$ cat src/sv/sorat_pkg.sv
// Package for the segmented object reassembly tracker.
// Holds sizes, status codes, controller states and the control structs.
// It depends on nothing else.
package sorat_pkg;

	localparam int SLOTS        = 16;
	localparam int MAX_SEGMENTS = 128;
	localparam int SLOT_W       = $clog2(SLOTS);
	localparam int SEG_W        = $clog2(MAX_SEGMENTS);
	localparam int CNT_W        = SEG_W + 1;
	localparam logic [5:0] KIND_REPEAT = 6'd2;

	typedef enum logic [2:0] {
		STAT_UNKNOWN   = 3'd0,
		STAT_DUPLICATE = 3'd1,
		STAT_SIZE_UNK  = 3'd2,
		STAT_OVERRUN   = 3'd3,
		STAT_ACCEPTED  = 3'd4,
		STAT_CREATED   = 3'd5,
		STAT_EXISTS    = 3'd6,
		STAT_RANGE     = 3'd7
	} status_t;

	typedef enum logic [2:0] {
		ST_CLR, ST_IDLE, ST_SCAN, ST_DECIDE, ST_RD, ST_PC1, ST_PC2, ST_OUT
	} state_t;

	typedef struct packed {
		logic clr_step;
		logic load;
		logic scan_step;
		logic decide;
		logic rd;
		logic pc1;
		logic pc2;
		logic emit;
	} cmd_t;

	typedef struct packed {
		logic clr_done;
		logic scan_done;
		logic hdr_op;
		logic found;
		logic embed;
		logic out_free;
	} sts_t;

endpackage

$ cat src/sv/sorat_ram.sv
// Generic single-write, single-read RAM with a registered read port.
// It depends on nothing else.
module sorat_ram #(
	parameter int WIDTH = 8,
	parameter int DEPTH = 16
) (
	input  logic                     clk,
	input  logic                     we,
	input  logic [$clog2(DEPTH)-1:0] waddr,
	input  logic [WIDTH-1:0]         wdata,
	input  logic                     re,
	input  logic [$clog2(DEPTH)-1:0] raddr,
	output logic [WIDTH-1:0]         rdata
);

	logic [WIDTH-1:0] mem_q [DEPTH];

	// Write port.
	always_ff @(posedge clk) begin
		if (we) begin
			mem_q[waddr] <= wdata;
		end
	end

	// Registered read port.
	always_ff @(posedge clk) begin
		if (re) begin
			rdata <= mem_q[raddr];
		end
	end

endmodule

$ cat src/sv/sorat_ctrl.sv
// Controller state machine of the reassembly tracker.
// Depends on sorat_pkg; drives the datapath by command struct only.
module sorat_ctrl
	import sorat_pkg::*;
(
	input  logic   clk,
	input  logic   arst_n,
	input  logic   in_valid,
	input  sts_t   sts,
	output logic   in_ready,
	output cmd_t   cmd
);

	state_t state_q, state_d;

	// State register; reset starts the mark clearing pass.
	always_ff @(posedge clk or negedge arst_n) begin
		if (!arst_n) begin
			state_q <= ST_CLR;
		end else begin
			state_q <= state_d;
		end
	end

	// Next state.
	always_comb begin
		state_d = state_q;
		unique case (state_q)
			ST_CLR:    if (sts.clr_done) state_d = ST_IDLE;
			ST_IDLE:   if (in_valid) state_d = ST_SCAN;
			ST_SCAN:   if (sts.scan_done) state_d = ST_DECIDE;
			ST_DECIDE: begin
				if (sts.hdr_op) begin
					state_d = (!sts.found && sts.embed) ? ST_RD : ST_OUT;
				end else begin
					state_d = sts.found ? ST_RD : ST_OUT;
				end
			end
			ST_RD:     state_d = ST_PC1;
			ST_PC1:    state_d = ST_PC2;
			ST_PC2:    state_d = ST_OUT;
			ST_OUT:    if (sts.out_free) state_d = ST_IDLE;
			default:   state_d = ST_IDLE;
		endcase
	end

	// Outputs.
	always_comb begin
		cmd = '0;
		in_ready = 1'b0;
		unique case (state_q)
			ST_CLR:    cmd.clr_step = 1'b1;
			ST_IDLE: begin
				in_ready = 1'b1;
				cmd.load = in_valid;
			end
			ST_SCAN:   cmd.scan_step = 1'b1;
			ST_DECIDE: cmd.decide = 1'b1;
			ST_RD:     cmd.rd = 1'b1;
			ST_PC1:    cmd.pc1 = 1'b1;
			ST_PC2:    cmd.pc2 = 1'b1;
			ST_OUT:    cmd.emit = sts.out_free;
			default:   cmd = '0;
		endcase
	end

endmodule

$ cat src/sv/sorat_dp.sv
// Datapath of the reassembly tracker: slot table, mark memory and result register.
// Depends on sorat_pkg and sorat_ram; steered by sorat_ctrl.
module sorat_dp
	import sorat_pkg::*;
(
	input  logic         clk,
	input  logic         arst_n,
	input  cmd_t         cmd,
	output sts_t         sts,
	input  logic         in_op,
	input  logic         in_last,
	input  logic [103:0] in_data,
	input  logic         m_ready,
	output logic         m_valid,
	output logic [87:0]  m_data,
	output logic [3:0]   m_user
);

	// Slot table.
	logic                slot_used_q  [SLOTS];
	logic [15:0]         slot_id_q    [SLOTS];
	logic [27:0]         slot_total_q [SLOTS];
	logic [5:0]          slot_kind_q  [SLOTS];
	logic [8:0]          slot_sub_q   [SLOTS];
	logic                bytes_unk_q  [SLOTS];
	logic [12:0]         bytes_q      [SLOTS];
	logic                cnt_unk_q    [SLOTS];
	logic [CNT_W-1:0]    cnt_q        [SLOTS];
	logic [SLOT_W-1:0]   oldest_q;

	// Latched request.
	logic                op_q;
	logic [15:0]         id_q;
	logic [14:0]         pn_q;
	logic [12:0]         psize_q;
	logic                plast_q;
	logic [12:0]         hsize_q;
	logic [27:0]         body_q;
	logic [5:0]          kind_q;
	logic [8:0]          sub_q;

	// Search and processing state.
	logic [SLOT_W-1:0]   idx_q;
	logic                match_q, free_q;
	logic [SLOT_W-1:0]   match_idx_q, free_idx_q, slot_q;
	logic                hdr_q, go_q;
	logic [27:0]         prod_q;

	// Result being built.
	logic [2:0]          r_status_q;
	logic [27:0]         r_off_q, r_cbody_q;
	logic [12:0]         r_len_q;
	logic                r_done_q;
	logic [5:0]          r_ckind_q;
	logic [8:0]          r_csub_q;
	logic                out_valid_q;

	// Mark memory, one row per slot.
	logic                ram_we;
	logic [SLOT_W-1:0]   ram_waddr;
	logic [MAX_SEGMENTS-1:0] ram_wdata, row;

	sorat_ram #(.WIDTH(MAX_SEGMENTS), .DEPTH(SLOTS)) u_marks (
		.clk(clk), .we(ram_we), .waddr(ram_waddr), .wdata(ram_wdata),
		.re(cmd.rd), .raddr(slot_q), .rdata(row)
	);

	// Piece checks, shared by both processing steps.
	logic                inrange, dup, eff_unk;
	logic [12:0]         eff_bytes;
	logic [SEG_W-1:0]    seg;
	logic [28:0]         end_pos;
	logic [CNT_W-1:0]    cnt_eff;
	logic                cnt_eff_unk;
	logic [MAX_SEGMENTS-1:0] new_row, need;
	logic                all_set;
	logic [SLOT_W-1:0]   new_slot;
	logic                embed;

	always_comb begin
		seg       = pn_q[SEG_W-1:0];
		inrange   = pn_q < 15'(MAX_SEGMENTS);
		dup       = inrange && row[seg];
		eff_unk   = bytes_unk_q[slot_q] && plast_q;
		eff_bytes = bytes_unk_q[slot_q] ? psize_q : bytes_q[slot_q];
		end_pos   = {1'b0, prod_q} + 29'(psize_q);
		new_row   = row;
		new_row[seg] = 1'b1;
		cnt_eff     = plast_q ? (CNT_W'(seg) + CNT_W'(1)) : cnt_q[slot_q];
		cnt_eff_unk = plast_q ? 1'b0 : cnt_unk_q[slot_q];
		for (int k = 0; k < MAX_SEGMENTS; k++) begin
			need[k] = CNT_W'(k) < cnt_eff;
		end
		all_set  = &(new_row | ~need);
		new_slot = free_q ? free_idx_q : oldest_q;
		// A header that is not last and covers its header bytes carries segment 0.
		embed    = !plast_q && (psize_q >= hsize_q);
	end

	// Mark memory write: clearing pass, slot creation, or piece acceptance.
	logic accept;
	assign accept = cmd.pc2 && go_q && !(end_pos > {1'b0, slot_total_q[slot_q]}) && inrange;

	always_comb begin
		ram_we    = 1'b0;
		ram_waddr = slot_q;
		ram_wdata = '0;
		priority if (cmd.clr_step) begin
			ram_we    = 1'b1;
			ram_waddr = idx_q;
		end else if (cmd.decide && op_q == 1'b0 && !match_q) begin
			ram_we    = 1'b1;
			ram_waddr = new_slot;
		end else if (accept) begin
			ram_we    = 1'b1;
			ram_wdata = (!cnt_eff_unk && all_set && slot_kind_q[slot_q] == KIND_REPEAT)
				? '0 : new_row;
		end else begin
			ram_we = 1'b0;
		end
	end

	// Control registers: slot use, piece sizes, counters, pointer.
	always_ff @(posedge clk or negedge arst_n) begin
		if (!arst_n) begin
			for (int s = 0; s < SLOTS; s++) begin
				slot_used_q[s] <= 1'b0;
				bytes_unk_q[s] <= 1'b1;
				cnt_unk_q[s]   <= 1'b1;
			end
			oldest_q    <= '0;
			idx_q       <= '0;
			match_q     <= 1'b0;
			free_q      <= 1'b0;
			go_q        <= 1'b0;
			hdr_q       <= 1'b0;
			out_valid_q <= 1'b0;
		end else begin
			if (cmd.clr_step || cmd.scan_step) begin
				idx_q <= idx_q + SLOT_W'(1);
			end
			if (cmd.load) begin
				idx_q   <= '0;
				match_q <= 1'b0;
				free_q  <= 1'b0;
				go_q    <= 1'b0;
				hdr_q   <= 1'b0;
			end
			// Scan one slot per cycle for the id and the lowest free slot.
			if (cmd.scan_step) begin
				if (!match_q && slot_used_q[idx_q] && slot_id_q[idx_q] == id_q) begin
					match_q <= 1'b1;
				end
				if (!free_q && !slot_used_q[idx_q]) begin
					free_q <= 1'b1;
				end
			end
			// Slot creation for a new id.
			if (cmd.decide && op_q == 1'b0 && !match_q) begin
				slot_used_q[new_slot] <= 1'b1;
				bytes_unk_q[new_slot] <= 1'b1;
				cnt_unk_q[new_slot]   <= 1'b1;
				hdr_q                 <= 1'b1;
				if (!free_q) begin
					oldest_q <= oldest_q + SLOT_W'(1);
				end
			end
			// First step of a piece: duplicate and size checks.
			if (cmd.pc1) begin
				go_q <= !dup && !eff_unk;
				if (!dup && !plast_q && bytes_unk_q[slot_q]) begin
					bytes_unk_q[slot_q] <= 1'b0;
				end
			end
			if (accept && plast_q) begin
				cnt_unk_q[slot_q] <= 1'b0;
			end
			// Output register.
			if (cmd.emit) begin
				out_valid_q <= 1'b1;
			end else if (m_ready) begin
				out_valid_q <= 1'b0;
			end
		end
	end

	// Payload registers.
	always_ff @(posedge clk) begin
		if (cmd.load) begin
			op_q    <= in_op;
			plast_q <= in_last;
			id_q    <= in_data[15:0];
			pn_q    <= in_data[30:16];
			psize_q <= in_data[43:31];
			hsize_q <= in_data[56:44];
			body_q  <= in_data[84:57];
			kind_q  <= in_data[90:85];
			sub_q   <= in_data[99:91];
			r_status_q <= STAT_UNKNOWN;
			r_off_q    <= '0;
			r_len_q    <= '0;
			r_done_q   <= 1'b0;
			r_cbody_q  <= '0;
			r_ckind_q  <= '0;
			r_csub_q   <= '0;
		end
		if (cmd.scan_step) begin
			if (!match_q) match_idx_q <= idx_q;
			if (!free_q) free_idx_q <= idx_q;
		end
		if (cmd.decide) begin
			if (op_q == 1'b0) begin
				if (match_q) begin
					r_status_q <= STAT_EXISTS;
					slot_q     <= match_idx_q;
				end else begin
					r_status_q <= STAT_CREATED;
					slot_q     <= new_slot;
					slot_id_q[new_slot]    <= id_q;
					slot_total_q[new_slot] <= body_q;
					slot_kind_q[new_slot]  <= kind_q;
					slot_sub_q[new_slot]   <= sub_q;
					// The rest of a header segment becomes segment 0.
					pn_q    <= '0;
					psize_q <= psize_q - hsize_q;
				end
			end else begin
				slot_q <= match_q ? match_idx_q : '0;
			end
		end
		if (cmd.pc1) begin
			prod_q <= 28'(pn_q * eff_bytes);
			if (!dup && !plast_q && bytes_unk_q[slot_q]) begin
				bytes_q[slot_q] <= psize_q;
			end
			if (!hdr_q) begin
				r_status_q <= dup ? STAT_DUPLICATE : STAT_SIZE_UNK;
			end
		end
		if (cmd.pc2 && go_q) begin
			if (!hdr_q) begin
				priority if (end_pos > {1'b0, slot_total_q[slot_q]}) r_status_q <= STAT_OVERRUN;
				else if (!inrange) r_status_q <= STAT_RANGE;
				else r_status_q <= STAT_ACCEPTED;
			end
			if (accept) begin
				r_off_q <= prod_q;
				r_len_q <= psize_q;
				if (plast_q) cnt_q[slot_q] <= cnt_eff;
				if (!cnt_eff_unk && all_set) begin
					r_done_q  <= 1'b1;
					r_cbody_q <= slot_total_q[slot_q];
					r_ckind_q <= slot_kind_q[slot_q];
					r_csub_q  <= slot_sub_q[slot_q];
				end
			end
		end
		if (cmd.emit) begin
			m_user <= {r_done_q, r_status_q};
			m_data <= {r_csub_q, r_ckind_q, r_cbody_q, r_len_q, r_off_q, slot_q};
		end
	end

	assign m_valid = out_valid_q;

	always_comb begin
		sts.clr_done  = idx_q == SLOT_W'(SLOTS - 1);
		sts.scan_done = idx_q == SLOT_W'(SLOTS - 1);
		sts.hdr_op    = op_q == 1'b0;
		sts.found     = match_q;
		sts.embed     = embed;
		sts.out_free  = !out_valid_q || m_ready;
	end

endmodule

$ cat src/sv/segmented_object_reassembly_tracker_top.sv
// Segmented object reassembly tracker, top level.
// Input requests on s_axis, one result per request on m_axis. Operation
// travels in s_axis_tuser, last_flag in s_axis_tlast; status and
// object_complete travel in m_axis_tuser.
// A body segment for an id that is found, or a header that creates a slot
// and carries an embedded segment, passes through the id search over all
// slots, a decision step, a mark-row read, two processing steps and the
// load of the output register. Other requests skip the read and the
// processing steps. The slot search takes up most of the time that one
// request occupies.
// The next request is taken as soon as the result sits in the output
// register, even while the receiver stalls it; a stalled result holds,
// and the following result waits behind it with s_axis_tready low.
// After reset the block clears the mark memory, one row per cycle, with
// s_axis_tready low; slots are all free afterwards.
// Depends on sorat_pkg, sorat_ctrl, sorat_dp and sorat_ram.
module segmented_object_reassembly_tracker_top
	import sorat_pkg::*;
(
	input  logic         clk,
	input  logic         arst_n,
	input  logic         s_axis_tvalid,
	output logic         s_axis_tready,
	// transport_id, segment_number, segment_size, header_size, body_size,
	// content_type, content_subtype, zero fill
	input  logic [103:0] s_axis_tdata,
	// operation
	input  logic         s_axis_tuser,
	// last_flag
	input  logic         s_axis_tlast,
	output logic         m_axis_tvalid,
	input  logic         m_axis_tready,
	// slot_index, write_offset, write_length, completed_body_size,
	// completed_content_type, completed_content_subtype
	output logic [87:0]  m_axis_tdata,
	// status, object_complete
	output logic [3:0]   m_axis_tuser
);

	cmd_t cmd;
	sts_t sts;

	sorat_ctrl u_ctrl (
		.clk(clk), .arst_n(arst_n), .in_valid(s_axis_tvalid), .sts(sts),
		.in_ready(s_axis_tready), .cmd(cmd)
	);

	sorat_dp u_dp (
		.clk(clk), .arst_n(arst_n), .cmd(cmd), .sts(sts),
		.in_op(s_axis_tuser), .in_last(s_axis_tlast), .in_data(s_axis_tdata),
		.m_ready(m_axis_tready), .m_valid(m_axis_tvalid),
		.m_data(m_axis_tdata), .m_user(m_axis_tuser)
	);

endmodule
$ cat config.mk
export PLATFORM = sky130hd
export DESIGN_NAME = segmented_object_reassembly_tracker_top
export DESIGN_NICKNAME = d
export VERILOG_FILES = /design/src/sv/sorat_pkg.sv /design/src/sv/sorat_ram.sv /design/src/sv/sorat_ctrl.sv /design/src/sv/sorat_dp.sv /design/src/sv/segmented_object_reassembly_tracker_top.sv
export SDC_FILE = /design/constraint.sdc
export NUM_CORES = 2
export LEC_CHECK = 0
export ABC_AREA = 1
export BUFFER_PORTS_ARGS = -buffer_cell sky130_fd_sc_hd__buf_2
export CORE_ASPECT_RATIO = 1.2
export CORE_MARGIN = 2
export CORE_UTILIZATION = 40
export DETAILED_ROUTE_END_ITERATION = 7
export HOLD_SLACK_MARGIN = 0.1
export PLACE_DENSITY_LB_ADDON = 0.15
export SETUP_SLACK_MARGIN = 0.1
export SLEW_MARGIN = 20
export SYNTH_ARGS = -nofsm -noshare
export SYNTH_HDL_FRONTEND = slang
export SYNTH_SLANG_ARGS = --single-unit
export TNS_END_PERCENT = 20
$ cat constraint.sdc
create_clock -name clk -period 10.7 [get_ports clk]
set_input_delay 1.07 -clock clk [delete_from_list [all_inputs] [get_ports clk]]
set_output_delay 1.07 -clock clk [all_outputs]
set_load 0.02 [all_outputs]
==> impl_metrics.py <==
metrics = {
    "run_status": {
        "status": "completed",
    },
    "setup_path": {
        "r2r_end": "u_dp.prod_q[26]",
        "r2r-start": "u_dp.slot_q[1]",
        "crit_family": "adder cells",
        "required_ns": 11.45,
        "path_buf_inv": 7,
        "critical_path_arrival_ns": 10.13,
        "cp_max_fo": 20,
        "critical-path-max-stage-delay_ns": 0.98,
        "reg2regPathDepth": 26,
        "start_kind": "register",
        "path_class": "register to register",
        "cp_slowest_cell": "o21ai_1",
        "r2r_setup_slack_ns": 1.32,
        "end_kind": "register",
    },
    "timing": {
        "maxSlewHeadroom": 0.179,
        "tightest_slew_ns": 1.23,
        "finalMaxSlewViolations": 0,
        "fin_crit_sh": 0.877,
        "period_minus_slack_ns": 9.38,
        "hold_viol_final": 0,
        "rsz0062_at_grt": "no",
        "fin_setup_tns_ns": 0,
        "clock_skew_ns": 0.0978,
        "setup_violations": 0,
        "max_freq_ghz": 0.107,
    },
    "placed_design": {
        "gp_congestion": 0.982,
        "dp.final_hpwl_mm": 275,
        "port_buffers": 199,
        "placed_cell_area_mm2": 0.164,
    },
    "synthesis": {
        "synth.net_count": 12300,
        "netlist-cell-type-count": 60,
        "syn_area_per_cell_um2": 13.2,
        "syn_area_mm2": 0.157,
        "synthArstFlopShare": 0.0166,
        "synth_warnings": 0,
        "syn_inst": 11900,
        "seq_area_frac_synth": 0.727,
        "synth-seq-cells": 3846,
        "synth_flop_cell": "edfxtp_1",
        "synth-edff-count": 3662,
    },
    "floorplanning": {
        "die_height_um": 690,
        "row_count": 251,
        "die_width_um": 576,
        "core_region_area_mm2": 0.390,
        "initial_utilization": 0.402,
        "dieArea_mm2": 0.397,
        "top_level_ports": 204,
    },
    "layout": {
        "multi_input_area_mm2": 0.0379,
        "fin_area_mm2": 0.177,
        "seq_area_mm2": 0.114,
        "fillers": 34800,
        "drive_gt1_frac": 0.102,
        "area_growth_pct": 12.5,
        "layout.nets": 12300,
    },
    "global_routing": {
        "grt_pass1_wl_mm": 717,
        "track_usage": 0.246,
        "grt-ovfl-total": 0,
        "grt_pass1_vias": 99900,
        "antenna_found_initial": 27,
        "grt_max_degree": 174,
    },
    "clock_tree": {
        "clkTransAtPathRegs_ns": 0.07,
        "cts_buffer_depth": 4,
        "cts_tree": "yes",
        "clock-sinks": 3846,
        "numCtsBuffers": 393,
        "ctsResizeCount": 0,
        "root_buffer": "clkbuf_16",
        "clkLatencyLatePin_ns": 1.02,
        "htree_levels": 5,
    },
    "min_path": {
        "holdCritPathClass": "primary input to register",
        "hold_depth": 1,
        "hold_path_end": "u_dp.hsize_q[0]",
        "min_from": "s_axis_tdata[44]",
    },
    "pwr": {
        "p_leak_nw": 57.6,
        "vdd_ir_drop_max_uv": 1670,
        "switchingPower_mw": 27.9,
        "pwr-share-seq": 0.309,
        "intPower_mw": 37.5,
        "power_switching_share": 0.427,
        "power.clock.fraction": 0.206,
        "comb_power_share": 0.485,
        "p_per_area_mw_per_mm2": 370,
    },
    "drt": {
        "drt-wirelength-per-cell_um": 28.9,
        "ant_nets": 0,
        "routed_wl_mm": 504,
        "vias": 102000,
        "firstDrtPassIters": 6,
        "drc_errors": 0,
        "drt_iter0_drc": 11300,
        "via_per_inst": 5.84,
    },
    "job": {
        "cap_violations": 0,
    },
}
[cells by family (layout without fill, tap and decap cells)]
kind of cell / count (synthesis) / in the layout / synth area share
xor+xnor: 62 / 62 / 0.00346
fa+ha+maj: 275 / 275 / 0.0289
mux: 6 / 6 / 0.000391
other cells: 0 / 18 / 0
simple gates: 3816 / 3816 / 0.106
flops: 3846 / 3846 / 0.727
compound gates: 2524 / 2524 / 0.101
buf+inv: 1341 / 1728 / 0.0335
[per-stage QoR]
step | utilization | hold WS (ns) | setup slack [ns] | total power [mW] | std cells
2_1_floorplan | - | 0.408 | 0.648 | 42.3 | 11900
3_3_place_gp | 0.420 | 0.414 | 1.49 | 52.2 | 16700
3_5_place_dp | 0.420 | 0.415 | 1.24 | 52.1 | 16700
4_1_cts | 0.453 | 0.142 | 1.22 | 65.6 | 17400
5_1_grt | 0.453 | 0.180 | 0.916 | 69.5 | 17500
6_report | 0.453 | 0.233 | 1.32 | 65.4 | 17500
[flip-flops by register name, summed over array words and instances, names as in the netlist, 15 cells and up, named ones only]
register,flops
u_dp.r_cbody_q,28
u_dp.slot_total_q,448
u_dp.id_q,16
u_dp.slot_used_q,16
u_dp.cnt_q,128
u_dp.cnt_unk_q,16
u_dp.pn_q,15
u_dp.u_marks.mem_q,2048
u_dp.slot_sub_q,144
u_dp.m_data,88
u_dp.bytes_unk_q,16
u_dp.r_off_q,28
u_dp.slot_id_q,256
u_dp.u_marks.rdata,128
u_dp.prod_q,28
u_dp.body_q,28
u_dp.bytes_q,208
u_dp.slot_kind_q,96
[synthesized netlist by cell type (all sizes together) (3+ instances only)]
cell / number / area [um2]
a21boi: 3 / 22.5
a21oi: 231 / 1160
a221oi: 8 / 70.1
a22o: 8 / 70.1
a22oi: 526 / 3950
a31o: 4 / 35.0
a31oi: 516 / 3230
buf: 96 / 576
clkbuf: 652 / 2450
clkinv: 13 / 48.8
dfrtp: 32 / 801
dfstp: 32 / 841
dfxtp: 120 / 2400
edfxtp: 3662 / 110000
fa: 145 / 2900
ha: 130 / 1630
inv: 580 / 2180
mux2i: 5 / 50.1
nand2: 1498 / 5660
nand3: 852 / 4290
nand4: 76 / 475
nor2: 1112 / 4260
nor3: 20 / 100
nor4: 5 / 31.3
o2111ai: 4 / 35.0
o211ai: 60 / 450
o21a: 3 / 22.5
o21ai: 784 / 3930
o21bai: 9 / 67.6
o221a: 15 / 169
o221ai: 183 / 1600
o22ai: 147 / 920
o2bb2ai: 4 / 35.0
o31ai: 9 / 67.6
or2: 123 / 769
or4: 128 / 961
xnor2: 12 / 105
xor2: 50 / 438
[placed cells by master (no fill, tap or decap), drive strengths merged, types with 4 or more instances in the layout]
cell type,instances
a31oi,516
a221oi,8
dfxtp,120
o2bb2ai,4
nand3,852
nor2,1112
clkinvlp,15
a22o,8
or4,128
o221ai,183
xor2,50
bufinv,31
nor3,20
inv,588
nand2,1498
edfxtp,3662
a31o,4
ha,130
nor4,5
fa,145
o211ai,60
a22oi,526
or2,123
o21bai,9
nand4,76
o2111ai,4
buf,422
clkbuf,483
dfrtp,32
o31ai,9
a21oi,231
mux2i,5
xnor2,12
clkinv,188
o21ai,784
o221a,15
o22ai,147
dfstp,32
diode,18
[how the worst max path moves through the flow]
stage                                to      startpoint  depth (start not counted)  slack [ns]
2_1_floorplan  u_dp.u_marks.mem_q[0][0]        register                         27        0.65
3_3_place_gp            u_dp.prod_q[26]  u_dp.slot_q[2]                         24        1.49
3_5_place_dp            u_dp.prod_q[26]  u_dp.slot_q[2]                         24        1.24
4_1_cts                 u_dp.prod_q[26]  u_dp.slot_q[2]                         24        1.22
5_1_grt                 u_dp.prod_q[26]  u_dp.slot_q[1]                         26        0.92
6_report                u_dp.prod_q[26]  u_dp.slot_q[1]                         26        1.32
[final cells by class]
cell class | count | share of cell area
tap | 5186 | 0.0368
inverter | 593 | 0.0128
timing repair buffer | 423 | 0.0186
clock inverter | 229 | 0.0128
multi-input combinational | 6683 | 0.215
antenna | 18 | 0.000255
clock buffer | 483 | 0.0580
sequential | 3846 | 0.646
[worst register-to-register path: stages, from the launching register on]
cell,delay [ns]
edfxtp_1,0.60
inv_1,0.16
nor2_4,0.15
inv_1,0.16
o22ai_1,0.16
o21ai_0,0.13
nand4_1,0.37
clkinv_1,0.94
o21ai_1,1.02
clkinv_1,0.57
nand2_1,0.24
fa_1,0.43
fa_1,0.49
inv_1,0.05
fa_1,0.50
fa_1,0.55
inv_1,0.05
fa_1,0.54
inv_1,0.05
ha_1,0.35
nand2_1,0.06
o21ai_0,0.44
a21oi_1,0.29
o21bai_1,0.28
a21boi_0,0.19
o31ai_1,0.26
xor2_1,0.09
[power by group through the flow]
stage	registers, mW	clock network [mW]	logic (mW)
3_3_place_gp	20.4	0	31.7
3_5_place_dp	20.5	0	31.6
6_report	20.2	13.5	31.7
2_1_floorplan	20.3	0	22.1
4_1_cts	20.2	13.7	31.7
5_1_grt	20.2	14.3	35.1
[layer usage]
| layer | global-route usage | vias to the layer above | wire length [um] |
|---|---|---|---|
| li1 | - | 44300 | - |
| met1 | 0.329 | 52100 | 206000 |
| met2 | 0.405 | 4532 | 241000 |
| met3 | 0.0348 | 983 | 35500 |
| met4 | 0.0990 | 6 | 22300 |
| met5 | 0 | - | 37 |
[what timing repair did]
item                      4_1_cts  5_1_grt
hold endpoints to repair        1        0
setup buffers                   0        0
hold buffers                    1        0
Power figures use the tool's default switching activity.
